<file path="src/rtl/core/assert_macros.svh">
// ----------------------------------------------------------------------------
// Assertion macros
// Shared assertion wrappers for the core RTL. Every macro samples on clk_i
// and holds off while rst_ni is low. Synthesis builds see empty bodies.
// ----------------------------------------------------------------------------
`ifndef ASSERT_MACROS_SVH
`define ASSERT_MACROS_SVH

`ifndef SYNTHESIS

// Checks an implication or expression on every clock edge outside reset.
`define BSC_ASSERT(lbl, prop, msg) \
  lbl: assert property (@(posedge clk_i) disable iff (!rst_ni) (prop)) else $error(msg);

// Checks that a condition always holds outside reset.
`define BSC_ASSERT_ALWAYS(lbl, cond, msg) \
  lbl: assert property (@(posedge clk_i) disable iff (!rst_ni) (cond)) else $error(msg);

`else

`define BSC_ASSERT(lbl, prop, msg)
`define BSC_ASSERT_ALWAYS(lbl, cond, msg)

`endif

`endif

</file>
<file path="src/rtl/core/bsc_pkg.sv">
// ----------------------------------------------------------------------------
// Safety check package
// Types, codes and default sizes shared by the safety check core.
// ----------------------------------------------------------------------------
package bsc_pkg;

  // Default table dimensions.
  localparam int unsigned ProcessesDef = 8;
  localparam int unsigned ResourcesDef = 4;

  // Fixed field widths.
  localparam int unsigned OpW   = 2;
  localparam int unsigned PidW  = 3;
  localparam int unsigned RidW  = 2;
  localparam int unsigned PosW  = 3;
  localparam int unsigned ValW  = 16;
  localparam int unsigned WorkW = 20;

  // Command codes.
  typedef enum logic [OpW-1:0] {
    OP_LOAD_AVAIL = 2'd0,
    OP_LOAD_PROC  = 2'd1,
    OP_CHECK      = 2'd2
  } opcode_e;

  // Operations of the shared work-vector unit.
  typedef enum logic [1:0] {
    WU_IDLE = 2'd0,
    WU_LOAD = 2'd1,
    WU_ADD  = 2'd2
  } wu_op_e;

  // Input transaction.
  typedef struct packed {
    logic [OpW-1:0]  opcode;
    logic [PidW-1:0] process_index;
    logic [RidW-1:0] resource_index;
    logic [ValW-1:0] available_amount;
    logic [ValW-1:0] max_demand;
    logic [ValW-1:0] allocation;
  } bsc_req_t;

  // Result transaction.
  typedef struct packed {
    logic            safe;
    logic [PosW-1:0] position;
    logic [PidW-1:0] process_id;
    logic            last;
  } bsc_rsp_t;

  // Table write strobes from the sequencer.
  typedef struct packed {
    logic wr_avail;
    logic wr_proc;
  } tbl_ctrl_t;

endpackage

</file>
<file path="src/rtl/core/bsc_tables.sv">
// ----------------------------------------------------------------------------
// Safety check tables
// Holds the available amounts and a memory of need and allocation per
// process and resource. Need is formed once when an entry is loaded.
// ----------------------------------------------------------------------------
module bsc_tables
  import bsc_pkg::*;
#(
  parameter int unsigned Processes = ProcessesDef,
  parameter int unsigned Resources = ResourcesDef,
  localparam int unsigned PIW = (Processes > 1) ? $clog2(Processes) : 1,
  localparam int unsigned RIW = (Resources > 1) ? $clog2(Resources) : 1
) (
  input  logic            clk_i,
  input  logic            rst_ni,
  input  tbl_ctrl_t       ctrl_i,
  input  bsc_req_t        req_i,
  input  logic [PIW-1:0]  rd_p_i,
  input  logic [RIW-1:0]  rd_r_i,
  output logic [ValW-1:0] avail_o,
  output logic [ValW-1:0] need_o,
  output logic [ValW-1:0] held_o
);

  logic [ValW-1:0]                          avail_q [Resources];
  logic [2*ValW-1:0]                        mem [Processes][Resources];
  logic [Processes-1:0][Resources-1:0]      valid_q;
  logic [2*ValW-1:0]                        rd_data_q;
  logic                                     rd_valid_q;
  logic                                     res_ok;
  logic                                     proc_ok;
  logic [PIW-1:0]                           wr_p;
  logic [RIW-1:0]                           wr_r;
  logic [ValW-1:0]                          need_wr;

  // Loads outside the configured dimensions are dropped.
  assign res_ok  = int'(req_i.resource_index) < Resources;
  assign proc_ok = int'(req_i.process_index) < Processes;
  assign wr_p    = PIW'(req_i.process_index);
  assign wr_r    = RIW'(req_i.resource_index);

  // Need is the demand above the allocation, zero when none remains.
  assign need_wr = (req_i.max_demand > req_i.allocation) ?
                   (req_i.max_demand - req_i.allocation) : '0;

  // Available amounts, cleared by reset.
  always_ff @(posedge clk_i or negedge rst_ni) begin
    if (!rst_ni) begin
      for (int i = 0; i < Resources; i++) begin
        avail_q[i] <= '0;
      end
    end else if (ctrl_i.wr_avail && res_ok) begin
      avail_q[wr_r] <= req_i.available_amount;
    end
  end

  assign avail_o = avail_q[rd_r_i];

  // Entry memory with a registered read port.
  always_ff @(posedge clk_i) begin
    if (ctrl_i.wr_proc && res_ok && proc_ok) begin
      mem[wr_p][wr_r] <= {need_wr, req_i.allocation};
    end
    rd_data_q <= mem[rd_p_i][rd_r_i];
  end

  // Valid bits stand in for clearing the memory at reset.
  always_ff @(posedge clk_i or negedge rst_ni) begin
    if (!rst_ni) begin
      valid_q    <= '0;
      rd_valid_q <= 1'b0;
    end else begin
      if (ctrl_i.wr_proc && res_ok && proc_ok) begin
        valid_q[wr_p][wr_r] <= 1'b1;
      end
      rd_valid_q <= valid_q[rd_p_i][rd_r_i];
    end
  end

  // An entry never loaded reads as zero.
  assign need_o = rd_valid_q ? rd_data_q[2*ValW-1:ValW] : '0;
  assign held_o = rd_valid_q ? rd_data_q[ValW-1:0] : '0;

endmodule

</file>
<file path="src/rtl/core/bsc_work_unit.sv">
// ----------------------------------------------------------------------------
// Work vector unit
// Keeps the work vector and the one comparator and saturating adder that
// every resource step of the check shares.
// ----------------------------------------------------------------------------
module bsc_work_unit
  import bsc_pkg::*;
#(
  parameter int unsigned Resources = ResourcesDef,
  localparam int unsigned RIW = (Resources > 1) ? $clog2(Resources) : 1
) (
  input  logic            clk_i,
  input  logic            rst_ni,
  input  wu_op_e          op_i,
  input  logic [RIW-1:0]  r_i,
  input  logic [ValW-1:0] avail_i,
  input  logic [ValW-1:0] need_i,
  input  logic [ValW-1:0] held_i,
  output logic            fit_o
);

  logic [WorkW-1:0] work_q [Resources];
  logic [WorkW:0]   sum;
  logic [WorkW-1:0] sum_sat;

  // Shared compare: does the need fit in the selected work entry.
  assign fit_o = WorkW'(need_i) <= work_q[r_i];

  // Shared adder, saturating at the top of the work range.
  assign sum     = {1'b0, work_q[r_i]} + (WorkW + 1)'(held_i);
  assign sum_sat = sum[WorkW] ? '1 : sum[WorkW-1:0];

  always_ff @(posedge clk_i or negedge rst_ni) begin
    if (!rst_ni) begin
      for (int i = 0; i < Resources; i++) begin
        work_q[i] <= '0;
      end
    end else begin
      case (op_i)
        WU_LOAD: work_q[r_i] <= WorkW'(avail_i);
        WU_ADD:  work_q[r_i] <= sum_sat;
        default: ;
      endcase
    end
  end

endmodule

</file>
<file path="src/rtl/core/bsc_seq.sv">
// ----------------------------------------------------------------------------
// Safety check sequencer
// Accepts transactions, steps the sweeps one resource at a time, records
// the safe order and emits the results.
// ----------------------------------------------------------------------------
`include "assert_macros.svh"

module bsc_seq
  import bsc_pkg::*;
#(
  parameter int unsigned Processes = ProcessesDef,
  parameter int unsigned Resources = ResourcesDef,
  localparam int unsigned PIW = (Processes > 1) ? $clog2(Processes) : 1,
  localparam int unsigned RIW = (Resources > 1) ? $clog2(Resources) : 1,
  localparam int unsigned CW  = $clog2(Processes + 1)
) (
  input  logic           clk_i,
  input  logic           rst_ni,
  input  logic           start,
  input  bsc_req_t       req_i,
  output logic           busy,
  output tbl_ctrl_t      tbl_ctrl_o,
  output logic [PIW-1:0] rd_p_o,
  output logic [RIW-1:0] rd_r_o,
  output wu_op_e         wu_op_o,
  input  logic           fit_i,
  output logic           result_valid_o,
  output bsc_rsp_t       rsp_o
);

  typedef enum logic [7:0] {
    S_IDLE   = 8'b0000_0001,
    S_INIT   = 8'b0000_0010,
    S_SCAN   = 8'b0000_0100,
    S_RD_CHK = 8'b0000_1000,
    S_EV_CHK = 8'b0001_0000,
    S_RD_ADD = 8'b0010_0000,
    S_EV_ADD = 8'b0100_0000,
    S_EMIT   = 8'b1000_0000
  } state_e;

  localparam logic [PIW-1:0] PLast = PIW'(Processes - 1);
  localparam logic [RIW-1:0] RLast = RIW'(Resources - 1);

  state_e               state_q, state_d;
  logic [PIW-1:0]       p_q, p_d;
  logic [RIW-1:0]       r_q, r_d;
  logic [CW-1:0]        cnt_q, cnt_d;
  logic [Processes-1:0] fin_q, fin_d;
  logic                 found_q, found_d;
  logic                 unsafe_q, unsafe_d;
  logic [PidW-1:0]      order_q [Processes];
  logic                 accept;
  logic                 adv;
  logic                 ord_we;
  logic                 last;

  // A transaction is taken only while idle.
  assign busy   = (state_q != S_IDLE);
  assign accept = start && !busy;

  assign tbl_ctrl_o.wr_avail = accept && (req_i.opcode == OP_LOAD_AVAIL);
  assign tbl_ctrl_o.wr_proc  = accept && (req_i.opcode == OP_LOAD_PROC);

  // Tables are read at the current process and resource.
  assign rd_p_o = p_q;
  assign rd_r_o = r_q;

  assign last = unsafe_q || (p_q == PLast);

  // Next-state logic of the sweep sequencer.
  always_comb begin
    state_d  = state_q;
    p_d      = p_q;
    r_d      = r_q;
    cnt_d    = cnt_q;
    fin_d    = fin_q;
    found_d  = found_q;
    unsafe_d = unsafe_q;
    adv      = 1'b0;
    ord_we   = 1'b0;
    wu_op_o  = WU_IDLE;
    case (state_q)
      S_IDLE: begin
        if (accept && (req_i.opcode == OP_CHECK)) begin
          state_d = S_INIT;
          r_d     = '0;
          fin_d   = '0;
          cnt_d   = '0;
        end
      end
      S_INIT: begin
        wu_op_o = WU_LOAD;
        if (r_q == RLast) begin
          r_d     = '0;
          p_d     = '0;
          found_d = 1'b0;
          state_d = S_SCAN;
        end else begin
          r_d = r_q + RIW'(1);
        end
      end
      S_SCAN: begin
        if (fin_q[p_q]) begin
          adv = 1'b1;
        end else begin
          r_d     = '0;
          state_d = S_RD_CHK;
        end
      end
      S_RD_CHK: state_d = S_EV_CHK;
      S_EV_CHK: begin
        if (!fit_i) begin
          adv = 1'b1;
        end else if (r_q == RLast) begin
          r_d     = '0;
          state_d = S_RD_ADD;
        end else begin
          r_d     = r_q + RIW'(1);
          state_d = S_RD_CHK;
        end
      end
      S_RD_ADD: state_d = S_EV_ADD;
      S_EV_ADD: begin
        wu_op_o = WU_ADD;
        if (r_q == RLast) begin
          ord_we       = 1'b1;
          cnt_d        = cnt_q + CW'(1);
          fin_d[p_q]   = 1'b1;
          found_d      = 1'b1;
          adv          = 1'b1;
        end else begin
          r_d     = r_q + RIW'(1);
          state_d = S_RD_ADD;
        end
      end
      S_EMIT: begin
        if (last) begin
          state_d = S_IDLE;
        end else begin
          p_d = p_q + PIW'(1);
        end
      end
      default: state_d = S_IDLE;
    endcase

    // Move to the next process; at the end of a sweep decide the outcome.
    if (adv) begin
      if (p_q == PLast) begin
        p_d = '0;
        if (cnt_d == CW'(Processes)) begin
          unsafe_d = 1'b0;
          state_d  = S_EMIT;
        end else if (!found_d) begin
          unsafe_d = 1'b1;
          state_d  = S_EMIT;
        end else begin
          found_d = 1'b0;
          state_d = S_SCAN;
        end
      end else begin
        p_d     = p_q + PIW'(1);
        state_d = S_SCAN;
      end
    end
  end

  // Control registers.
  always_ff @(posedge clk_i or negedge rst_ni) begin
    if (!rst_ni) begin
      state_q  <= S_IDLE;
      p_q      <= '0;
      r_q      <= '0;
      cnt_q    <= '0;
      fin_q    <= '0;
      found_q  <= 1'b0;
      unsafe_q <= 1'b0;
    end else begin
      state_q  <= state_d;
      p_q      <= p_d;
      r_q      <= r_d;
      cnt_q    <= cnt_d;
      fin_q    <= fin_d;
      found_q  <= found_d;
      unsafe_q <= unsafe_d;
    end
  end

  // Safe order, written once per finished process.
  always_ff @(posedge clk_i) begin
    if (ord_we) begin
      order_q[cnt_q[PIW-1:0]] <= PidW'(p_q);
    end
  end

  // Result transaction, one per cycle in the emit state.
  assign result_valid_o   = (state_q == S_EMIT);
  assign rsp_o.safe       = !unsafe_q;
  assign rsp_o.position   = unsafe_q ? '0 : PosW'(p_q);
  assign rsp_o.process_id = unsafe_q ? '0 : order_q[p_q];
  assign rsp_o.last       = last;

  `BSC_ASSERT(a_result_only_busy, result_valid_o |-> busy, "result outside a check")
  `BSC_ASSERT(a_check_goes_busy, (accept && (req_i.opcode == OP_CHECK)) |=> busy,
              "check transaction did not start")
  `BSC_ASSERT(a_last_ends_check, (result_valid_o && rsp_o.last) |=> !busy,
              "check did not end after its last result")
  `BSC_ASSERT(a_safe_results_run, (result_valid_o && !rsp_o.last) |=> result_valid_o,
              "gap in safe order results")
  `BSC_ASSERT_ALWAYS(a_count_bound, cnt_q <= CW'(Processes), "order count overflow")

endmodule

</file>
<file path="src/rtl/core/bankers_safety_check_core.sv">
// ----------------------------------------------------------------------------
// Banker's algorithm safety check core
// Loads do not raise busy; while no check runs, a load can follow every cycle.
// A check first loads the work vector resource by resource, then in each sweep
// reads and evaluates every process through the shared work unit, up to P sweeps.
// Results follow as P back-to-back results (a single one when unsafe); no stall.
// Reset clears the available table, the entry valid bits and the work vector; the core comes up idle.
// ----------------------------------------------------------------------------
module bankers_safety_check_core
  import bsc_pkg::*;
#(
  parameter int unsigned Processes = ProcessesDef,
  parameter int unsigned Resources = ResourcesDef
) (
  input  logic     clk_i,
  input  logic     rst_ni,
  input  logic     start,
  input  bsc_req_t req_i,
  output logic     busy,
  output logic     result_valid_o,
  output bsc_rsp_t rsp_o
);

  localparam int unsigned PIW = (Processes > 1) ? $clog2(Processes) : 1;
  localparam int unsigned RIW = (Resources > 1) ? $clog2(Resources) : 1;

  tbl_ctrl_t       tbl_ctrl;
  logic [PIW-1:0]  rd_p;
  logic [RIW-1:0]  rd_r;
  logic [ValW-1:0] avail;
  logic [ValW-1:0] need;
  logic [ValW-1:0] held;
  wu_op_e          wu_op;
  logic            fit;

  // Sequencer: transaction handshake, sweeps and result output.
  bsc_seq #(
    .Processes(Processes),
    .Resources(Resources)
  ) u_seq (
    .clk_i,
    .rst_ni,
    .start,
    .req_i,
    .busy,
    .tbl_ctrl_o    (tbl_ctrl),
    .rd_p_o        (rd_p),
    .rd_r_o        (rd_r),
    .wu_op_o       (wu_op),
    .fit_i         (fit),
    .result_valid_o,
    .rsp_o
  );

  // Available, need and allocation tables.
  bsc_tables #(
    .Processes(Processes),
    .Resources(Resources)
  ) u_tables (
    .clk_i,
    .rst_ni,
    .ctrl_i  (tbl_ctrl),
    .req_i,
    .rd_p_i  (rd_p),
    .rd_r_i  (rd_r),
    .avail_o (avail),
    .need_o  (need),
    .held_o  (held)
  );

  // Work vector with the shared compare and add.
  bsc_work_unit #(
    .Resources(Resources)
  ) u_work (
    .clk_i,
    .rst_ni,
    .op_i    (wu_op),
    .r_i     (rd_r),
    .avail_i (avail),
    .need_i  (need),
    .held_i  (held),
    .fit_o   (fit)
  );

endmodule

</file>
<file path="config.mk">
export PLATFORM = sky130hd
export DESIGN_NAME = bankers_safety_check_core
export DESIGN_NICKNAME = d
export VERILOG_FILES = /design/src/rtl/core/bsc_pkg.sv /design/src/rtl/core/bsc_tables.sv /design/src/rtl/core/bsc_work_unit.sv /design/src/rtl/core/bsc_seq.sv /design/src/rtl/core/bankers_safety_check_core.sv
export VERILOG_INCLUDE_DIRS = /design/src /design/src/rtl/core
export SDC_FILE = /design/constraint.sdc
export NUM_CORES = 1
export LEC_CHECK = 0
export BUFFER_PORTS_ARGS = -buffer_cell sky130_fd_sc_hd__buf_4
export CAP_MARGIN = 20
export CORE_MARGIN = 8
export CORE_UTILIZATION = 45
export CTS_BUF_LIST = sky130_fd_sc_hd__clkbuf_2 sky130_fd_sc_hd__clkbuf_4 sky130_fd_sc_hd__clkbuf_8
export DETAILED_ROUTE_END_ITERATION = 6
export PLACE_DENSITY = 0.6
export SYNTH_ARGS = -nofsm -noshare
export SYNTH_HDL_FRONTEND = slang
export SYNTH_SLANG_ARGS = --single-unit
</file>
<file path="constraint.sdc">
create_clock -name clk_i -period 5 [get_ports clk_i]
set_input_delay 0.25 -clock clk_i [delete_from_list [all_inputs] [get_ports clk_i]]
set_output_delay 0.25 -clock clk_i [all_outputs]
set_load 0.02 [all_outputs]
</file>
==> results of run 1 <==
power by group through the flow:
stage | Combinational [W] | Sequential [W] | Clock [W]
finish | 0.00546 | 0.0128 | 0.00906
global route | 0.00587 | 0.0128 | 0.00964
CTS | 0.00539 | 0.0128 | 0.00919
detailed placement | 0.00535 | 0.0130 | 0
global placement | 0.00530 | 0.0130 | 0
floorplan | 0.00329 | 0.0127 | 0
cell families after synthesis:
group           count (synthesis)  share of synthesized area (%)
compound gates                855                           11.0
xor+xnor                       18                          0.305
fa+ha+maj                      59                           1.46
buf+inv                       260                           1.98
flops                        1284                           72.0
mux                           301                           7.29
simple gates                  656                           6.03
worst register-to-register path: stages, from the launching register on:
cell	delay, ps
dfrtp_4	860
mux4_2	640
ha_1	400
a21o_1	220
or3_1	330
o21a_1	250
o211ai_2	310
a21o_1	550
a31oi_1	290
mux2_2	330
area by class of cell:
cell class / count / area, sq um
Fill cell: 9522 / 54400
Sequential cell: 1284 / 37200
Clock inverter: 70 / 469
Tap cell: 1512 / 1890
Timing Repair Buffer: 263 / 2410
Antenna cell: 4 / 10.0
Inverter: 64 / 240
Clock buffer: 308 / 3670
Multi-Input combinational cell: 1889 / 13800
state kept, by name (all words and copies together) (netlist names):
signal / count
u_tables.rd_valid_q: 1
u_seq.rd_p_o: 3
u_seq.cnt_q: 4
u_seq.found_q: 1
u_tables.mem: 1024
u_tables.avail_q: 64
u_seq.fin_q: 8
u_work.work_q: 80
u_tables.valid_q: 32
u_seq.rd_r_o: 2
u_tables.rd_data_q: 32
u_seq.state_q: 8
u_seq.unsafe_q: 1
u_seq.order_q: 24
how the worst max path moves through the flow:
stage	start	endpoint	slack, ps	cells after the start
after floorplan	u_seq.rd_r_o[1]	u_work.work_q[37]	990	12
after global placement	u_seq.rd_r_o[0]	u_work.work_q[2]	720	9
after detailed placement	u_seq.rd_r_o[0]	u_work.work_q[46]	680	9
after CTS	u_seq.rd_r_o[0]	u_work.work_q[46]	650	9
after global routing	u_seq.rd_r_o[0]	u_work.work_q[66]	490	9
final	u_seq.rd_r_o[0]	u_work.work_q[66]	700	9
per-layer routing:
layer | vias up | GRT usage (%)
met2 | 1671 | 37.4
met1 | 16714 | 33.0
met4 | 0 | 8.83
met3 | 324 | 7.28
li1 | 13995 | -
met5 | - | 0
cell usage after synthesis (19+ instances only):
cell type and instances:
edfxtp_1 1048, mux2i_1 85, inv_1 62, and2_1 40, dfrtp_1 203, ha_1 57, or2_2 35, mux4_2 43
a221oi_1 98, buf_2 22, nand3_1 106, buf_1 30, dfxtp_1 32, clkbuf_1 138, a21oi_1 223, a31oi_1 19
a22oi_1 205, nand2_1 174, mux2_2 173, o21ai_0 164, nor2_1 201
per-stage QoR:
step / std cells / power (W) / area, sq um / utilization, % / hold slack, ps
after global placement: 4970 / 0.0183 / 55200 / 48.3 / 409
after detailed placement: 4970 / 0.0183 / 55200 / 48.3 / 412
after CTS: 5385 / 0.0274 / 59700 / 52.2 / 2.65
after floorplan: 3433 / 0.0160 / 51700 / - / -45.6
after global routing: 5393 / 0.0283 / 59700 / 52.3 / 50.5
final: 5394 / 0.0273 / 59700 / 52.3 / 88.4
==> results by group, run 1 <==
Worst setup path
  • Crit path kind: reg2reg
  • RR Startpoint: u_seq.rd_r_o[0]
  • Flop2flop setup slack: 700 ps
  • Reg2reg end: u_work.work_q[66]
  • Worst path buffer plus inverter count: 0
  • Crit-path cells: mux4_2, ha_1, a21o_1, or3_1, o21a_1, o211ai_2, a21o_1, a31oi_1, mux2_2
  • Worst Path Required: 5760 ps
  • Largest stage delay, worst path: 860 ps
  • Worst setup EP type: register
  • Worst Reg-to-Reg Cells: 9
  • Crit path max fanout: 31
  • Critical path's most frequent cell: a21o_1
  • CP Data Arrival Time: 5060 ps
  • CP Launch Type: register
  • Dominant delay contributor by cell family on the critical path: compound AO/OA/AOI/OAI gates
  • Worst path slowest cell: dfrtp_4

Clock tree
  • Post-CTS Setup Bufs: 0
  • Hold buffer count at cts: 37
  • CTS tree: yes
  • Clk sinks: 1284
  • CTS Buf Count: 204
  • Clock root buffer master: clkbuf_8
  • Clock insertion delay at the later pin of the skew report: 920 ps
  • Clock transition at the registers of the reported paths: 60 ps
  • Resize count post-CTS: 0
  • Bufs on Longest Clock Path: 3
  • Htree depth: 4

Timing
  • Final hold viol count: 0
  • FMAX: 233 MHz
  • Setup TNS: 0 ps
  • RSZ-0062 raised after global routing: no
  • Slew Limit Fails: 0
  • Endpoints failing setup: 0
  • Worst relative slew slack: 24.1%
  • Least-Margin Pin Slew: 1140 ps
  • Tcrit/Tclk final: 86.0%
  • Final min period: 4300 ps
  • Setup ws final: 702 ps
  • Clk_skew: 69.2 ps

Logic synthesis
  • Ys flop type: edfxtp_1
  • Register area share after synthesis: 72.0%
  • Post-synth cell types: 87
  • Synth warnings: 0
  • Netlist Area Pre-Place: 51700 sq um
  • Yosys reg bits: 1284
  • Post-Syn Area per Cell: 15.1 sq um
  • Synth area leaders: edfxtp_1 61%, dfrtp_1 9.8%, mux2_2 3.8%
  • FFs w/ async S/R, synth: 15.9%
  • EDFF count, synth: 1048
  • Post-Syn Nets: 3550
  • Top cell type's share of synthesized area: 60.9%
  • Largest area contributor in the netlist: edfxtp_1
  • Cell count after synthesis: 3433

Power and ir drop
  • Max rail drop VDD: 0.310 mV
  • Net switching power: 0.00818 W
  • Cell Pwr Density: 457 nW/um^2
  • Switching Share: 30.0%
  • Sequential Power Share: 46.8%
  • P_leak: 20.8 nW
  • Part of the power in combinational logic: 20.0%
  • Total internal power: 0.0191 W
  • Clock power share: 33.2%

Routing
  • Routed met2 length: 70.9 mm
  • Routed wire length: 157 mm
  • 1st-iter DRT viols: 3490
  • Antenna viol nets, final: 0
  • Top Metal Used: met4
  • TritonRoute pass-1 iters: 5
  • Vias: 32704
  • Via density: 6.06
  • Met3 routed WL: 15.8 mm
  • M1 wire length: 65.2 mm
  • DR WL/cell: 29.2 um
  • Drt drc: 0

Die
  • Die Ht: 355 um
  • Die width: 355 um
  • Die ar.: 126000 sq um
  • Placeable Area: 114000 sq um
  • Initial Util: 45.3%
  • Row Count: 124
  • # IOs: 68

Min path
  • Hold EP: u_seq.fin_q[1]
  • Min-delay src: req_i[53]
  • Hold Path Depth: 4
  • Hold WC Path Type: in2reg

Global route
  • Antenna violations before repair: 4
  • Remaining Overflow, GRT: 0
  • Largest net degree at the start of global routing: 105
  • First-pass GRT wire length: 225 mm
  • GRT Total Usage: 24.4%
  • Number of global-route vias before repair: 32141

Cells and area
  • Final net count: 3823
  • Area growth from synthesis to layout: 15.5%
  • Most frequent cells in the layout: 1048 x edfxtp_1, 220 x a21oi_1, 218 x clkbuf_8
  • Layout cell share with drive strength beyond 1: 23.2%
  • Most common cell after layout, fill and taps aside: edfxtp_1

Run
  • Max-cap violations: 0

Placement
  • Dpl hpwl: 91.8 mm
  • Final GP Congestion: 0.887
  • Pre-CTS setup slack: 676 ps
  • # port buffers: 67

Outcome
  • Status: complete, no violations
(Power assumes the default switching activity.)
==> run 2: changes to the inputs <==
--- a/config.mk
+++ b/config.mk
@@ -13,6 +13,7 @@
 export CTS_BUF_LIST = sky130_fd_sc_hd__clkbuf_2 sky130_fd_sc_hd__clkbuf_4 sky130_fd_sc_hd__clkbuf_8
 export DETAILED_ROUTE_END_ITERATION = 6
 export PLACE_DENSITY = 0.6
+export REMOVE_ABC_BUFFERS = 1
 export SYNTH_ARGS = -nofsm -noshare
 export SYNTH_HDL_FRONTEND = slang
 export SYNTH_SLANG_ARGS = --single-unit
==> run 2 against run 1 <==
Against the previous run: via count increased by 0.56%; clock-buffer cell count down 2; first-iteration DRC count increased by 15%; maximum frequency up 4.3%; combinational power down 1%; routed wire length increased by 2.6%; sequential power barely moved; die area unchanged; sequential share of layout area up 0.16 points; critical path type is now reg2out; largest cell class unchanged; largest power group unchanged; highest routed layer unchanged.
==> results by group, run 2 (synthesized netlist as in run 1, its figures left out) <==
Cells and area
  • Area growth from synthesis to layout: 15.2%
  • Most frequent cells in the layout: 1048 x edfxtp_1, 228 x clkbuf_8, 220 x a21oi_1
  • Most common cell after layout, fill and taps aside: edfxtp_1
  • Final net count: 3810 (-0.34%)
  • Reg with most FFs: u_tables.mem
  • Largest regs: u_tables.mem x1024, u_work.work_q x80, u_tables.avail_q x64
  • Layout cell share with drive strength beyond 1: 22.8% (-0.45 points)
  • Max FFs per register: 1024 (unchanged)

Power and ir drop
  • Total internal power: 0.0190 W (-0.45%)
  • Max rail drop VDD: 0.249 mV (-20%)
  • Part of the power in combinational logic: 19.9% (about the same)
  • P_leak: 20.7 nW (-0.49%)
  • Clock power share: 32.9% (-0.3 points)
  • Net switching power: 0.00805 W (-1.6%)
  • Overall Power: 0.0271 W (-0.79%)
  • Cell Pwr Density: 454 nW/um^2 (-0.53%)
  • Switching Share: 29.8% (-0.24 points)
  • Sequential Power Share: 47.2% (+0.4 points)

Placement
  • Pre-CTS setup slack: 1050 ps (+375 ps)
  • Final GP Congestion: 0.845 (-4.7%)
  • # port buffers: 67 (unchanged)
  • Dpl hpwl: 93.3 mm (+1.6%)

Run
  • Max-cap violations: 0 (unchanged)

Global route
  • Number of global-route vias before repair: 32014 (-0.40%)
  • GRT Total Usage: 24.9% (+0.54 points)
  • Remaining Overflow, GRT: 0 (unchanged)
  • First-pass GRT wire length: 231 mm (+2.6%)
  • Antenna violations before repair: 3 (-1)
  • Largest net degree at the start of global routing: 116 (+10%)

Worst setup path
  • Worst Path Required: 4750 ps (-1010 ps)
  • Worst setup EP type: output port
  • Worst path buffer plus inverter count: 3 (+3)
  • Crit path max fanout: 53 (+71%)
  • Dominant delay contributor by cell family on the critical path: flip-flops
  • CP Data Arrival Time: 3870 ps (-1190 ps)
  • CP Launch Type: register
  • Critical path's most frequent cell: buf_4
  • Largest stage delay, worst path: 1000 ps (+140 ps)
  • Crit path kind: reg2out
  • Crit-path cells: and3b_4, buf_12, buf_4, a22oi_1, a41oi_1, buf_4
  • Worst path slowest cell: dfrtp_4

Die
  • Initial Util: 45.3% (unchanged)
  • Die width: 355 um (unchanged)
  • Placeable Area: 114000 sq um (unchanged)
  • Die Ht: 355 um (unchanged)
  • # IOs: 68 (unchanged)
  • Row Count: 124 (unchanged)
  • Die ar.: 126000 sq um (unchanged)

Timing
  • Least-Margin Pin Slew: 1100 ps (-34.8 ps)
  • Slew Limit Fails: 0 (unchanged)
  • Tcrit/Tclk final: 82.4% (-3.6 points)
  • FMAX: 243 MHz (+4.3%)
  • Endpoints failing setup: 0 (unchanged)
  • Final min period: 4120 ps (-179 ps)
  • Clk_skew: 50.4 ps (-18.8 ps)
  • RSZ-0062 raised after global routing: no
  • Final hold viol count: 0 (unchanged)
  • Worst relative slew slack: 26.2% (+2.1 points)
  • Setup ws final: 881 ps (+179 ps)

Routing
  • M1 wire length: 67.2 mm (+3.1%)
  • Met3 routed WL: 14.5 mm (-8.0%)
  • Antenna viol nets, final: 0 (unchanged)
  • Routed met2 length: 75.3 mm (+6.1%)
  • DR WL/cell: 30.1 um (+3.1%)
  • Via density: 6.13 (+1.0%)
  • Routed wire length: 161 mm (+2.6%)
  • TritonRoute pass-1 iters: 5 (unchanged)
  • 1st-iter DRT viols: 4015 (+15%)
  • Top Metal Used: met4
  • Drt drc: 0 (unchanged)
  • Vias: 32887 (+0.56%)

Clock tree
  • CTS Buf Count: 203 (-0.49%)
  • Bufs on Longest Clock Path: 3 (unchanged)
  • Resize count post-CTS: 0 (unchanged)
  • Post-CTS Setup Bufs: 0 (unchanged)
  • CTS tree: yes
  • Htree depth: 4 (unchanged)
  • Clock transition at the registers of the reported paths: 60 ps (about the same)
  • Clk sinks: 1284 (unchanged)
  • Clock insertion delay at the later pin of the skew report: 870 ps (-50 ps)
  • Hold buffer count at cts: 38 (+2.7%)
  • Clock root buffer master: clkbuf_8

Min path
  • Hold WC Path Type: in2async

Outcome
  • Status: complete, no violations
## run 2: changes by cell type in the layout (fill, tap and decap cells not counted), moves of 2 or more
cell / before / now
buf_12: 24 / 26
buf_4: 196 / 181
clkbuf_4: 91 / 79
clkbuf_8: 218 / 228
clkinv_1: 43 / 38
clkinv_8: 0 / 2
inv_12: 4 / 1
inv_6: 1 / 5
inv_8: 4 / 0
nor2_1: 157 / 159
## run 2: layer usage
layer / GRT usage [%] / up-vias
li1: - / 13952
met1: 35.1 / 16914
met2: 39.4 / 1753
met3: 4.74 / 268
met4: 7.60 / 0
met5: 0 / -
## run 2: area by class of cell
cell class	count	area, sq um
inverter	64	240
sequential	1284	37200
fill	9537	54600
clock inverter	60	337
clock buffer	306	3720
multi-input combinational	1889	13800
timing repair buffer	251	2350
tap	1512	1890
antenna	3	7.51
## run 2: power groups by stage
stage          Clock (W)  Combinational [W]  Sequential, W
2_1_floorplan          0            0.00310         0.0129
3_3_place_gp           0            0.00519         0.0130
3_5_place_dp           0            0.00524         0.0130
4_1_cts          0.00901            0.00528         0.0128
5_1_grt          0.00945            0.00577         0.0129
6_report         0.00889            0.00539         0.0128
## run 2: worst reg2reg max path: cells and delay by family, from the launching register on
| kind | cells | cell delay, ps |
|---|---|---|
| AND/OR/NAND/NOR | 1 | 320 |
| multiplexers | 2 | 950 |
| adder cells (fa/ha/maj) | 1 | 400 |
| AO/OA/AOI/OAI | 5 | 1120 |
| flip-flops | 1 | 780 |
| buffers and inverters | 1 | 230 |
## run 2: stage by stage
step / instance area [sq um] / setup TNS [ps] / cells / util (%) / hold slack (ps)
final: 59600 / 0 / 5369 / 52.2 / 34.8
after global routing: 59600 / 0 / 5367 / 52.2 / 49.0
after CTS: 59500 / 0 / 5361 / 52.1 / 1.78
after detailed placement: 55100 / 0 / 4957 / 48.2 / 370
after global placement: 55100 / 0 / 4957 / 48.2 / 368
after floorplan: 50900 / -302820 / 3237 / - / -45.6
## run 2: path summary, 6_finish.rpt
check / from / endpoint / slack [ps] / depth (start not counted)
min in group clk_i: req_i[27] / u_tables.mem[4][27] / 90 / 4
setup reg to reg: u_seq.rd_r_o[0] / u_work.work_q[44] / 1080 / 10
hold / removal: rst_ni / u_tables.avail_q[18] / 30 / 2
max in group asynchronous: rst_ni / u_tables.valid_q[17] / 3860 / 3
hold reg to reg: u_tables.valid_q[16] / u_tables.valid_q[16] / 460 / 1
setup / recovery: u_seq.rd_p_o[0] / rsp_o[2] / 880 / 6
